`src/assert_macros.svh`:
```
// Assertion macros used by the RTL of the frame deframer.
`ifndef ASSERT_MACROS_SVH
`define ASSERT_MACROS_SVH

// Concurrent check on the rising clock edge, disabled while reset is held.
`define ASSERT_CLK(lbl, prop, msg) \
  lbl: assert property (@(posedge clk_i) disable iff (!rst_ni) prop) else $error(msg);

// Implication check: when the condition holds, the consequence must hold.
`define ASSERT_IMP(lbl, cond, cons, msg) \
  lbl: assert property (@(posedge clk_i) disable iff (!rst_ni) (cond) |-> (cons)) \
    else $error(msg);

`endif

```
`src/tlfd_pkg.sv`:
```
// Constants, codes and address helpers for the frame deframer.
package tlfd_pkg;

  // Byte store geometry.
  localparam int STORE_BYTES = 512;
  localparam int ADDR_W      = $clog2(STORE_BYTES);
  localparam int FILL_W      = $clog2(STORE_BYTES + 1);
  localparam int SUM_W       = ADDR_W + 1;

  // Frame layout.
  localparam int BYTE_W         = 8;
  localparam int TOTAL_W        = BYTE_W + 1;
  localparam int FRAME_OVERHEAD = 5;
  localparam int MEAS_LEN       = 4;
  localparam int TYPE_MIN       = 1;
  localparam int TYPE_MAX       = 5;
  localparam int WORD_W         = 32;
  localparam int MAX_RESULTS    = 52;
  localparam int CNT_W          = $clog2(MAX_RESULTS + 1);

  // Register reset values.
  localparam logic [BYTE_W-1:0] HEADER_RESET = 8'hAA;
  localparam logic [BYTE_W-1:0] TAIL_RESET   = 8'h55;

  // Configuration register indexes.
  localparam logic CFG_HEADER = 1'b0;
  localparam logic CFG_TAIL   = 1'b1;

  // Result status codes.
  localparam logic [2:0] ST_MEAS     = 3'd0;
  localparam logic [2:0] ST_BAD_LEN  = 3'd1;
  localparam logic [2:0] ST_UNKNOWN  = 3'd2;
  localparam logic [2:0] ST_CHECKSUM = 3'd3;
  localparam logic [2:0] ST_TAIL     = 3'd4;

  // Circular address: base plus an offset below the store size, wrapped once.
  function automatic logic [ADDR_W-1:0] wrap_add(input logic [ADDR_W-1:0] base,
                                                 input logic [SUM_W-1:0]  off);
    logic [SUM_W-1:0] sum;
    sum = {1'b0, base} + off;
    if (sum >= SUM_W'(STORE_BYTES)) begin
      sum = sum - SUM_W'(STORE_BYTES);
    end
    return sum[ADDR_W-1:0];
  endfunction

endpackage

```
`src/typed_length_frame_deframer.sv`:
```
// Top level of the typed length frame deframer: byte store, sequencer and result stage.

// Received bytes are written into a circular byte store and a small sequencer
// works through the store over its single read port, whose read data is
// registered. After each byte transfer the block is busy until the sequencer
// is idle again: it discards each non-header byte, drops only the header byte
// of each frame with a bad tail, and for each frame whose tail matches reads
// the length, type and tail, makes a checksum pass of one byte per cycle and
// classifies the frame. A waiting result that the result channel stalls keeps
// it busy longer. At most 52 frames are decided per input byte. Results leave
// through an output register and a one-deep holding stage, so the last flag of
// a byte's final result is known before it is shown. The store needs no
// clearing after reset.
`include "assert_macros.svh"

module typed_length_frame_deframer
  import tlfd_pkg::*;
(
  input  logic                clk_i,
  input  logic                rst_ni,
  // Configuration write port.
  input  logic                cfg_we_i,
  input  logic                cfg_index_i,
  input  logic [BYTE_W-1:0]   cfg_data_i,
  // Byte input channel.
  input  logic                in_valid_i,
  output logic                in_ready_o,
  input  logic [BYTE_W-1:0]   rx_byte_i,
  // Result channel.
  output logic                out_valid_o,
  input  logic                out_ready_i,
  output logic [2:0]          status_o,
  output logic [BYTE_W-1:0]   frame_type_o,
  output logic [WORD_W-1:0]   payload_word_o,
  output logic                last_o
);

  // Sequencer state codes.
  localparam logic [3:0] S_IDLE     = 4'd0;
  localparam logic [3:0] S_SCAN_RD  = 4'd1;
  localparam logic [3:0] S_SCAN_CHK = 4'd2;
  localparam logic [3:0] S_LEN      = 4'd3;
  localparam logic [3:0] S_TYPE     = 4'd4;
  localparam logic [3:0] S_TAIL     = 4'd5;
  localparam logic [3:0] S_SUM      = 4'd6;
  localparam logic [3:0] S_CHK      = 4'd7;
  localparam logic [3:0] S_EMIT     = 4'd8;
  localparam logic [3:0] S_FINISH   = 4'd9;

  // Byte store and its registered read data.
  logic [BYTE_W-1:0] store_mem [STORE_BYTES];
  logic [BYTE_W-1:0] rdata_q;
  logic              mem_we;
  logic [ADDR_W-1:0] wr_addr;
  logic [ADDR_W-1:0] rd_addr;
  logic [TOTAL_W-1:0] rd_off;

  // Control state.
  logic [3:0]         state_q, state_d;
  logic [ADDR_W-1:0]  rp_q, rp_d;
  logic [FILL_W-1:0]  fill_q, fill_d;
  logic [CNT_W-1:0]   cnt_q, cnt_d;
  logic [BYTE_W-1:0]  header_q, header_d;
  logic [BYTE_W-1:0]  tail_q, tail_d;

  // Frame work registers.
  logic [BYTE_W-1:0]  len_q, len_d;
  logic [BYTE_W-1:0]  type_q, type_d;
  logic [TOTAL_W-1:0] idx_q, idx_d;
  logic [BYTE_W-1:0]  chk_q, chk_d;
  logic [WORD_W-1:0]  word_q, word_d;
  logic [2:0]         res_status_q, res_status_d;

  // Holding stage and output register.
  logic               pend_v_q, pend_v_d;
  logic [2:0]         pend_status_q, pend_status_d;
  logic [BYTE_W-1:0]  pend_type_q, pend_type_d;
  logic [WORD_W-1:0]  pend_word_q, pend_word_d;
  logic               out_v_q, out_v_d;
  logic [2:0]         out_status_q, out_status_d;
  logic [BYTE_W-1:0]  out_type_q, out_type_d;
  logic [WORD_W-1:0]  out_word_q, out_word_d;
  logic               out_last_q, out_last_d;

  logic [TOTAL_W-1:0] total;
  logic [TOTAL_W-1:0] drop_n;
  logic               out_free;
  logic               in_xfer;

  assign total    = TOTAL_W'(len_q) + TOTAL_W'(FRAME_OVERHEAD);
  assign out_free = !out_v_q || out_ready_i;
  assign in_ready_o = (state_q == S_IDLE);
  assign in_xfer  = in_valid_i && in_ready_o;

  assign wr_addr = wrap_add(rp_q, SUM_W'(fill_q));
  assign rd_addr = wrap_add(rp_q, SUM_W'(rd_off));
  assign mem_we  = in_xfer && (fill_q < FILL_W'(STORE_BYTES));

  // Store write on a byte transfer while the store is not full, and registered read every cycle.
  always_ff @(posedge clk_i) begin
    if (mem_we) begin
      store_mem[wr_addr] <= rx_byte_i;
    end
    rdata_q <= store_mem[rd_addr];
  end

  // Sequencer next-state logic.
  always_comb begin
    state_d       = state_q;
    rp_d          = rp_q;
    fill_d        = fill_q;
    cnt_d         = cnt_q;
    header_d      = header_q;
    tail_d        = tail_q;
    len_d         = len_q;
    type_d        = type_q;
    idx_d         = idx_q;
    chk_d         = chk_q;
    word_d        = word_q;
    res_status_d  = res_status_q;
    pend_v_d      = pend_v_q;
    pend_status_d = pend_status_q;
    pend_type_d   = pend_type_q;
    pend_word_d   = pend_word_q;
    out_v_d       = out_v_q && !out_ready_i;
    out_status_d  = out_status_q;
    out_type_d    = out_type_q;
    out_word_d    = out_word_q;
    out_last_d    = out_last_q;
    rd_off        = '0;
    drop_n        = '0;

    // The user must write configuration only while idle; the block does not enforce it.
    if (cfg_we_i) begin
      case (cfg_index_i)
        CFG_HEADER: header_d = cfg_data_i;
        CFG_TAIL:   tail_d   = cfg_data_i;
        default:    header_d = header_q;
      endcase
    end

    case (state_q)
      S_IDLE: begin
        if (in_xfer) begin
          if (mem_we) begin
            fill_d = fill_q + FILL_W'(1);
          end
          cnt_d   = '0;
          state_d = S_SCAN_RD;
        end
      end

      // Look at the oldest stored byte.
      S_SCAN_RD: begin
        rd_off  = '0;
        state_d = (fill_q == '0) ? S_FINISH : S_SCAN_CHK;
      end

      // Discard a non-header byte, stop while fewer than three bytes are stored, or go on to the length byte.
      S_SCAN_CHK: begin
        if (rdata_q != header_q) begin
          drop_n  = TOTAL_W'(1);
          state_d = S_SCAN_RD;
        end else if (fill_q < FILL_W'(3)) begin
          state_d = S_FINISH;
        end else begin
          rd_off  = TOTAL_W'(2);
          state_d = S_LEN;
        end
      end

      // Wait until the whole frame is stored.
      S_LEN: begin
        len_d = rdata_q;
        if (fill_q < FILL_W'(TOTAL_W'(rdata_q) + TOTAL_W'(FRAME_OVERHEAD))) begin
          state_d = S_FINISH;
        end else begin
          rd_off  = TOTAL_W'(1);
          state_d = S_TYPE;
        end
      end

      S_TYPE: begin
        type_d  = rdata_q;
        rd_off  = total - TOTAL_W'(1);
        state_d = S_TAIL;
      end

      // A bad tail drops only the header byte; a good one starts the checksum.
      S_TAIL: begin
        if (rdata_q != tail_q) begin
          res_status_d = ST_TAIL;
          drop_n       = TOTAL_W'(1);
          state_d      = S_EMIT;
        end else begin
          idx_d   = '0;
          chk_d   = '0;
          word_d  = '0;
          rd_off  = '0;
          state_d = S_SUM;
        end
      end

      // One byte of the checksum pass per cycle; payload bytes 0 to 3 are kept.
      S_SUM: begin
        chk_d = chk_q ^ rdata_q;
        case (idx_q)
          TOTAL_W'(3): word_d[7:0]   = rdata_q;
          TOTAL_W'(4): word_d[15:8]  = rdata_q;
          TOTAL_W'(5): word_d[23:16] = rdata_q;
          TOTAL_W'(6): word_d[31:24] = rdata_q;
          default:     word_d        = word_q;
        endcase
        if (idx_q == total - TOTAL_W'(3)) begin
          rd_off  = total - TOTAL_W'(2);
          state_d = S_CHK;
        end else begin
          idx_d   = idx_q + TOTAL_W'(1);
          rd_off  = idx_q + TOTAL_W'(1);
        end
      end

      // Compare the checksum and classify the frame.
      S_CHK: begin
        if (chk_q != rdata_q) begin
          res_status_d = ST_CHECKSUM;
        end else if (type_q >= BYTE_W'(TYPE_MIN) && type_q <= BYTE_W'(TYPE_MAX)) begin
          res_status_d = (len_q == BYTE_W'(MEAS_LEN)) ? ST_MEAS : ST_BAD_LEN;
        end else begin
          res_status_d = ST_UNKNOWN;
        end
        drop_n  = total;
        state_d = S_EMIT;
      end

      // Push the held result out and hold the new one.
      S_EMIT: begin
        if (!pend_v_q || out_free) begin
          if (pend_v_q) begin
            out_v_d      = 1'b1;
            out_status_d = pend_status_q;
            out_type_d   = pend_type_q;
            out_word_d   = pend_word_q;
            out_last_d   = 1'b0;
          end
          pend_v_d      = 1'b1;
          pend_status_d = res_status_q;
          pend_type_d   = type_q;
          pend_word_d   = (res_status_q == ST_MEAS) ? word_q : '0;
          cnt_d         = cnt_q + CNT_W'(1);
          state_d = (cnt_q + CNT_W'(1) == CNT_W'(MAX_RESULTS)) ? S_FINISH : S_SCAN_RD;
        end
      end

      // The held result is the final one of this byte.
      S_FINISH: begin
        if (!pend_v_q) begin
          state_d = S_IDLE;
        end else if (out_free) begin
          out_v_d      = 1'b1;
          out_status_d = pend_status_q;
          out_type_d   = pend_type_q;
          out_word_d   = pend_word_q;
          out_last_d   = 1'b1;
          pend_v_d     = 1'b0;
          state_d      = S_IDLE;
        end
      end

      default: begin
        state_d = S_IDLE;
      end
    endcase

    // Drop bytes from the front of the store.
    if (drop_n != '0) begin
      rp_d   = wrap_add(rp_q, SUM_W'(drop_n));
      fill_d = fill_q - FILL_W'(drop_n);
    end
  end

  // Control registers.
  always_ff @(posedge clk_i or negedge rst_ni) begin
    if (!rst_ni) begin
      state_q  <= S_IDLE;
      rp_q     <= '0;
      fill_q   <= '0;
      cnt_q    <= '0;
      header_q <= HEADER_RESET;
      tail_q   <= TAIL_RESET;
      pend_v_q <= 1'b0;
      out_v_q  <= 1'b0;
    end else begin
      state_q  <= state_d;
      rp_q     <= rp_d;
      fill_q   <= fill_d;
      cnt_q    <= cnt_d;
      header_q <= header_d;
      tail_q   <= tail_d;
      pend_v_q <= pend_v_d;
      out_v_q  <= out_v_d;
    end
  end

  // Payload registers.
  always_ff @(posedge clk_i) begin
    len_q         <= len_d;
    type_q        <= type_d;
    idx_q         <= idx_d;
    chk_q         <= chk_d;
    word_q        <= word_d;
    res_status_q  <= res_status_d;
    pend_status_q <= pend_status_d;
    pend_type_q   <= pend_type_d;
    pend_word_q   <= pend_word_d;
    out_status_q  <= out_status_d;
    out_type_q    <= out_type_d;
    out_word_q    <= out_word_d;
    out_last_q    <= out_last_d;
  end

  assign out_valid_o    = out_v_q;
  assign status_o       = out_status_q;
  assign frame_type_o   = out_type_q;
  assign payload_word_o = out_word_q;
  assign last_o         = out_last_q;

  // The store never holds more bytes than it has entries.
  `ASSERT_CLK(a_fill_bound, fill_q <= FILL_W'(STORE_BYTES), "fill count above store size")
  // No result may be left held once the block takes a new byte.
  `ASSERT_IMP(a_idle_no_pend, state_q == S_IDLE, !pend_v_q, "held result left while idle")
  // The per-byte decision count stays within its limit.
  `ASSERT_CLK(a_cnt_bound, cnt_q <= CNT_W'(MAX_RESULTS), "decision count above limit")
  // A held result never stays behind when the block goes idle after finishing.
  `ASSERT_IMP(a_finish_out, state_q == S_FINISH && pend_v_q && out_free,
              ##1 out_v_q && out_last_q, "final result not shown")

endmodule

```
`config.mk`:
```
export PLATFORM = sky130hd
export DESIGN_NAME = typed_length_frame_deframer
export DESIGN_NICKNAME = d
export VERILOG_FILES = /design/src/tlfd_pkg.sv /design/src/typed_length_frame_deframer.sv
export VERILOG_INCLUDE_DIRS = /design/src /design/src/src
export SDC_FILE = /design/constraint.sdc
export NUM_CORES = 2
export LEC_CHECK = 0
export ABC_AREA = 0
export BUFFER_PORTS_ARGS = -buffer_cell sky130_fd_sc_hd__buf_2
export CORE_MARGIN = 2
export CORE_UTILIZATION = 55
export CTS_BUF_LIST = sky130_fd_sc_hd__clkbuf_4 sky130_fd_sc_hd__clkbuf_8
export DETAILED_ROUTE_END_ITERATION = 16
export PLACE_DENSITY_LB_ADDON = 0.05
export SYNTH_ARGS = -nofsm -noshare
export SYNTH_HDL_FRONTEND = slang
export SYNTH_SLANG_ARGS = --single-unit
```
`constraint.sdc`:
```
create_clock -name clk_i -period 8 [get_ports clk_i]
set_input_delay 0.4 -clock clk_i [delete_from_list [all_inputs] [get_ports clk_i]]
set_output_delay 0.4 -clock clk_i [all_outputs]
set_load 0.05 [all_outputs]
```
* Yosys cells after proc, flatten, opt, wreduce, memory -nomap -nowiden
Memories as Yosys holds them, arrays and structs flattened. A register that Yosys moved wholly into a read port is not among the register bits.
Cells that the tools add are included.
** Word-level totals
- Register bits after elaboration :: 202
- Latch bits :: 0
- RAM bits :: 4096
- Bits in read-only memories :: 0
- Input bits :: 22
- Output and inout port bits :: 46
- Word-level logic and storage cells :: 195
- Memories :: 1
** Cells by class
- Add/sub/neg operators :: 15
- Multipliers :: 0
- Div/mod/pow operators :: 0
- Magnitude comparators :: 8
- Equal/unequal tests :: 33
- Shifts and indexed selects :: 0
- Multiplexer cells :: 77
- Bitwise operators :: 2
- Reductions and logical operators :: 35
** Memories
- store_mem :: words 512, width 8, rd ports 1, clocked after Yosys merged registers in 1, write ports 1, line typed_length_frame_deframer.sv:51 : logic [BYTE_W-1:0] store_mem [STORE_BYTES];
** Operators by type and width (count)
- $mux W32 :: 5
- $pmux W32 S2 :: 2
- $mux W8 :: 9
- $mux W9 :: 6
- $mux W4 :: 11
- $mux W10 :: 4
- $pmux W4 S10 :: 1
- $pmux W9 S4 :: 1
- $sub A9 B1 Y9 const B :: 4
- $pmux W8 S2 :: 2
- $ge A10 B10 Y1 const B :: 3
- $eq A9 B3 Y1 const B :: 3
- $pmux W9 S3 :: 1
- $ne A8 B8 Y1 :: 3
- $reduce_and A3 Y1 :: 7
- $add A9 B9 Y10 :: 2
- $add A8 B3 Y9 const B :: 2
- $pmux W9 S2 :: 1
- $sub A9 B2 Y9 const B :: 2
- $mux W1 :: 17
- $eq A4 B3 Y1 const B :: 4
- $ne A2 B2 Y1 const B :: 8
- $mux W3 :: 5
- $reduce_bool A2 Y1 :: 7
- other kinds (36) :: 60

* Logic depth before layout (Yosys ltp)
- Depth in word-level cells :: 8
- Mapped depth :: 26
- Depth with buffers taken out :: 24

* Worst setup path before layout
OpenSTA, ideal clock, no wires.
- Path type :: flip-flop to flip-flop
- Start :: register len_q[2]
- End :: register rdata_q[0], read port of store_mem
- Setup time :: 0.121 ns
- Data arrival time :: 6.049 ns
- Slack :: 1.830 ns
- Cell stages (with the launch flop) :: 25
- Buffers on the path :: 5
- Path through :: edfxtp_1 > buf_6 > inv_1 > ha_1 > a21o_1 > xnor2_2 > xnor3_1 > nor4b_4 > nand2b_1 > or4_4 > nor2_1 > o21a_1 > a2111oi_2 > fa_1 > clkbuf_1 > clkbuf_1 > clkbuf_1 > buf_1 > mux4_2 > mux4_2 > mux2i_1 > mux2i_1 > mux2i_1 > mux2i_1 > mux2_4
** Between the ends
- Word-level cells in the longest chain between the ends :: 8
- Elaborated cells between the ends (all ways) :: 11
- Those cells by class :: 6 x add/sub; 1 x order compare; 1 x eq/ne; 3 x mux
** RTL lines
- start: declaration :: line typed_length_frame_deframer.sv:67 : logic [BYTE_W-1:0] len_q, len_d;
- start signal: assignment :: line typed_length_frame_deframer.sv:307 : len_q <= len_d;
- $add A8 B3 Y9 * :: line typed_length_frame_deframer.sv:90 : assign total = TOTAL_W'(len_q) + TOTAL_W'(FRAME_OVERHEAD);
- $sub A9 B2 Y9 :: line typed_length_frame_deframer.sv:214 : if (idx_q == total - TOTAL_W'(3)) begin
- $eq A9 B9 Y1 :: line typed_length_frame_deframer.sv:214
- $mux W9 :: line typed_length_frame_deframer.sv:214
- $pmux W9 S4 * :: line typed_length_frame_deframer.sv:142 : case (state_q)
- $add A9 B9 Y10 * :: line tlfd_pkg.sv:40 : sum = {1'b0, base} + off;
- $sub A9 B1 Y9 or $ge A10 B10 Y1 (tied branches) :: line tlfd_pkg.sv:42, tlfd_pkg.sv:41
- $mux W9 * :: line tlfd_pkg.sv:41 : if (sum >= SUM_W'(STORE_BYTES)) begin
- end: declaration :: line typed_length_frame_deframer.sv:52 : logic [BYTE_W-1:0] rdata_q;
Every way passes the cells marked *; elsewhere a longest branch is shown, timed or not.
A chain may end at the register's enable or synchronous reset.

* Final worst setup path
- Start :: register len_q[2]
- End :: register rdata_q[4], read port of store_mem
Same word-level chain as after synthesis.

==> results.sh <==
export IMPL_ant_nets=0
export IMPL_die_h_um=558.0
export IMPL_pin_count=68
export IMPL_synth_flop_cell="edfxtp_1"
export IMPL_tns_ps=0
export IMPL_startpoint="len_q[2]"
export IMPL_peakVddDrop_v=0.0005599
export IMPL_synth_cells=7495
export IMPL_rsz0062_at_grt="no"
export IMPL_grt_pass1_wl_um=588500
export IMPL_syn_avg_cell_area_um2=22.52
export IMPL_path_class="flip-flop to flip-flop"
export IMPL_power_leakage_nw=58.56
export IMPL_hpwl_um=248200
export IMPL_overflow=0
export IMPL_fin_cells=12750
export IMPL_min_path_type="primary input to flip-flop"
export IMPL_place_congestion=0.8374
export IMPL_antenna_found_initial=13
export IMPL_areaGrowthSynthToFinish_pct=11.98
export IMPL_vias=79760
export IMPL_drt_wl_total_um=411200
export IMPL_cts_root_buf="clkbuf_8"
export IMPL_drive_gt1_share_pct=31.18
export IMPL_start_util_pct=55.24
export IMPL_grt_pass1_vias=80820
export IMPL_relSlewSlack_pct=7.910
export IMPL_reg2reg_from="len_q[2]"
export IMPL_async_flop_share_pct=1.092
export IMPL_avgViaCountPerCell=6.258
export IMPL_whs_ps=253.0
export IMPL_cp_start_kind="flip-flop"
export IMPL_worstPathArrival_ps=8830
export IMPL_max_freq_mhz=129.2
export IMPL_period_share_pct=96.74
export IMPL_clk_latency_ps=1200
export IMPL_cts_max_level=6
export IMPL_finalSetupViolations=0
export IMPL_drt_iter0_drc=8685
export IMPL_synth_seq_cells=4306
export IMPL_min_delay_start="rx_byte_i[0]"
export IMPL_synth_edf_count=4251
export IMPL_cts_sinks=4306
export IMPL_drc=0
export IMPL_status="finished clean"
export IMPL_synth_nets=7576
export IMPL_cts_buffers_inserted=687
export IMPL_period_needed_ps=7739
export IMPL_p_per_area_mw_per_mm2=414.0
export IMPL_drt_pass1_iter_count=8
export IMPL_dp_cells=11480
export IMPL_wire_per_inst_um=32.26
export IMPL_synth_area_mm2=0.1688
export IMPL_tightest_slew_ps=1376
export IMPL_grt_max_degree=197
export IMPL_crit_required_ps=9090
export IMPL_report_final_slew_viol_count=0
export IMPL_path_clk_slew_ps=70
export IMPL_clock_path_buffers=4
export IMPL_crit_fanout=59
export IMPL_r2r_cells=23
export IMPL_finClkSkew_ps=53.37
export IMPL_ys_seq_area_share_pct=76.42
export IMPL_coreArea_mm2=0.3056
export IMPL_port_buffers=67
export IMPL_grt_usage_pct=26.59
export IMPL_hold_viol=0
export IMPL_whs_path_depth=2
export IMPL_nets=8187
export IMPL_die_area_mm2=0.3114
export IMPL_maxCapViolCount=0
export IMPL_crit_path_end_kind="flip-flop"
export IMPL_cts_setup_buffers=0
export IMPL_ys_types=86
export IMPL_dieWidth_um=558.0
export IMPL_num_rows=203
export IMPL_cts_tree="done"
export IMPL_yosys_warnings=0
[layout by cell type, fill, tap and decap left out, types with 9 or more instances in the layout]
master	instances
a21o_1	10
a21oi_1	43
and2_1	42
buf_12	69
buf_2	59
buf_4	146
bufinv_16	12
clkbuf_4	229
clkbuf_8	693
clkinv_1	193
clkinv_2	48
clkinv_8	9
clkinvlp_4	11
dfrtp_1	39
dlygate4sd3_1	34
edfxtp_1	4251
ha_1	54
inv_1	34
inv_6	11
inv_8	10
mux2_2	18
mux2_4	9
mux2i_1	229
mux2i_2	12
mux4_2	1280
nand2_1	144
nand3_1	26
nor2_1	597
nor2b_1	11
nor3_1	9
o21a_1	9
o21ai_0	38
xnor2_1	48
xor2_1	32
[flip-flops by register name (all words and copies together), names as in the netlist, 9 cells and up]
signal / flops
store_mem: 4096
rp_q: 9
idx_q: 9
payload_word_o: 32
fill_q: 10
pend_word_q: 32
word_q: 32
[cell families after synthesis]
| group | Yosys count | synth area share, % |
|---|---|---|
| compound gates | 154 | 0.5974 |
| xor+xnor | 95 | 0.5559 |
| fa+ha+maj | 59 | 0.4551 |
| buf+inv | 430 | 0.9888 |
| flops | 4306 | 76.42 |
| mux | 1550 | 18.73 |
| simple gates | 901 | 2.253 |
[cells in the mapped netlist, types with 9 or more instances]
cell,number,area (µm²)
a21oi_1,44,220.2
nor2b_1,11,68.82
nor3_1,10,50.05
clkbuf_1,281,1055
mux2i_1,242,2422
buf_2,15,75.07
nand2_1,144,540.5
nor2_1,602,2260
and2_1,42,262.8
mux2_2,18,202.7
ha_1,55,688.2
o21ai_0,38,190.2
mux2_4,9,135.1
or3_1,9,56.30
xnor2_1,54,473.0
nand3_1,28,140.1
edfxtp_1,4251,127700
dfrtp_1,39,975.9
o21a_1,9,67.56
xor2_1,33,289.0
buf_1,95,356.6
mux4_2,1280,28830
a21o_1,10,75.07
inv_1,34,127.6
[critical path, cell delays in order (launching register included)]
cell       delay, ps
edfxtp_1         560
inv_1            190
ha_1             310
a21o_1           270
a221oi_4         510
nand3_2          230
nor3_2           230
xnor2_1          130
or4_4            650
nor2_1           150
buf_4            170
o21a_1           140
a2111oi_2         50
fa_4             920
buf_12           230
buf_12           380
mux4_2           430
mux4_2           490
mux2i_1          280
mux2i_1          260
mux2i_2          490
buf_4            190
mux2i_1           60
mux2_4           260
[layer usage]
metal / wire (µm) / GRT usage (%) / vias up
li1: - / - / 32760
met1: 170600 / 38.83 / 42970
met2: 199100 / 41.93 / 3418
met3: 32130 / 5.241 / 611
met4: 9367 / 6.471 / 2
met5: 13 / 0 / -
[through the flow]
| stage | setup slack [ps] | power, mW | util [%] | area, µm² |
|---|---|---|---|---|
| floorplan | 1830 | 47.52 | - | 168800 |
| global placement | 69.24 | 60.57 | 57.42 | 175400 |
| detailed placement | 98.53 | 60.67 | 57.42 | 175400 |
| CTS | 69.83 | 78.79 | 61.84 | 188900 |
| global route | 5.457 | 81.18 | 61.86 | 189000 |
| finish | 260.9 | 78.25 | 61.86 | 189000 |
[final timing paths]
kind	endpoint	slack, ps
max	rdata_q[4]	260
min	store_mem[156][0]	250
max reg2reg	rdata_q[4]	260
min reg2reg	payload_word_o[13]	420
max in group asynchronous	fill_q[1]	7100
min in group asynchronous	out_valid_o	410
[where the power goes]
part	total, mW	internal [mW]	switching (mW)
Combinational	34.8	15.6	19.2
Sequential	25.2	25.1	0.182
Clock	18.2	9.57	8.60
[area by class of cell]
cell class | instances | area (µm²)
Timing Repair Buffer | 318 | 3272
Fill cell | 21110 | 116500
Antenna cell | 5 | 12.51
Tap cell | 4100 | 5130
Sequential cell | 4306 | 129000
Clock inverter | 302 | 1897
Clock buffer | 922 | 11260
Multi-Input combinational cell | 2759 | 38330
Inverter | 34 | 127.6
[repair_timing]
action | 4_1_cts | 5_1_grt
setup endpoints to repair | 0 | 8
hold buffers | 34 | 0
hold endpoints to repair | 866 | 0
resized for setup | 0 | 16
Note: power is estimated with default switching activity, not from simulation.
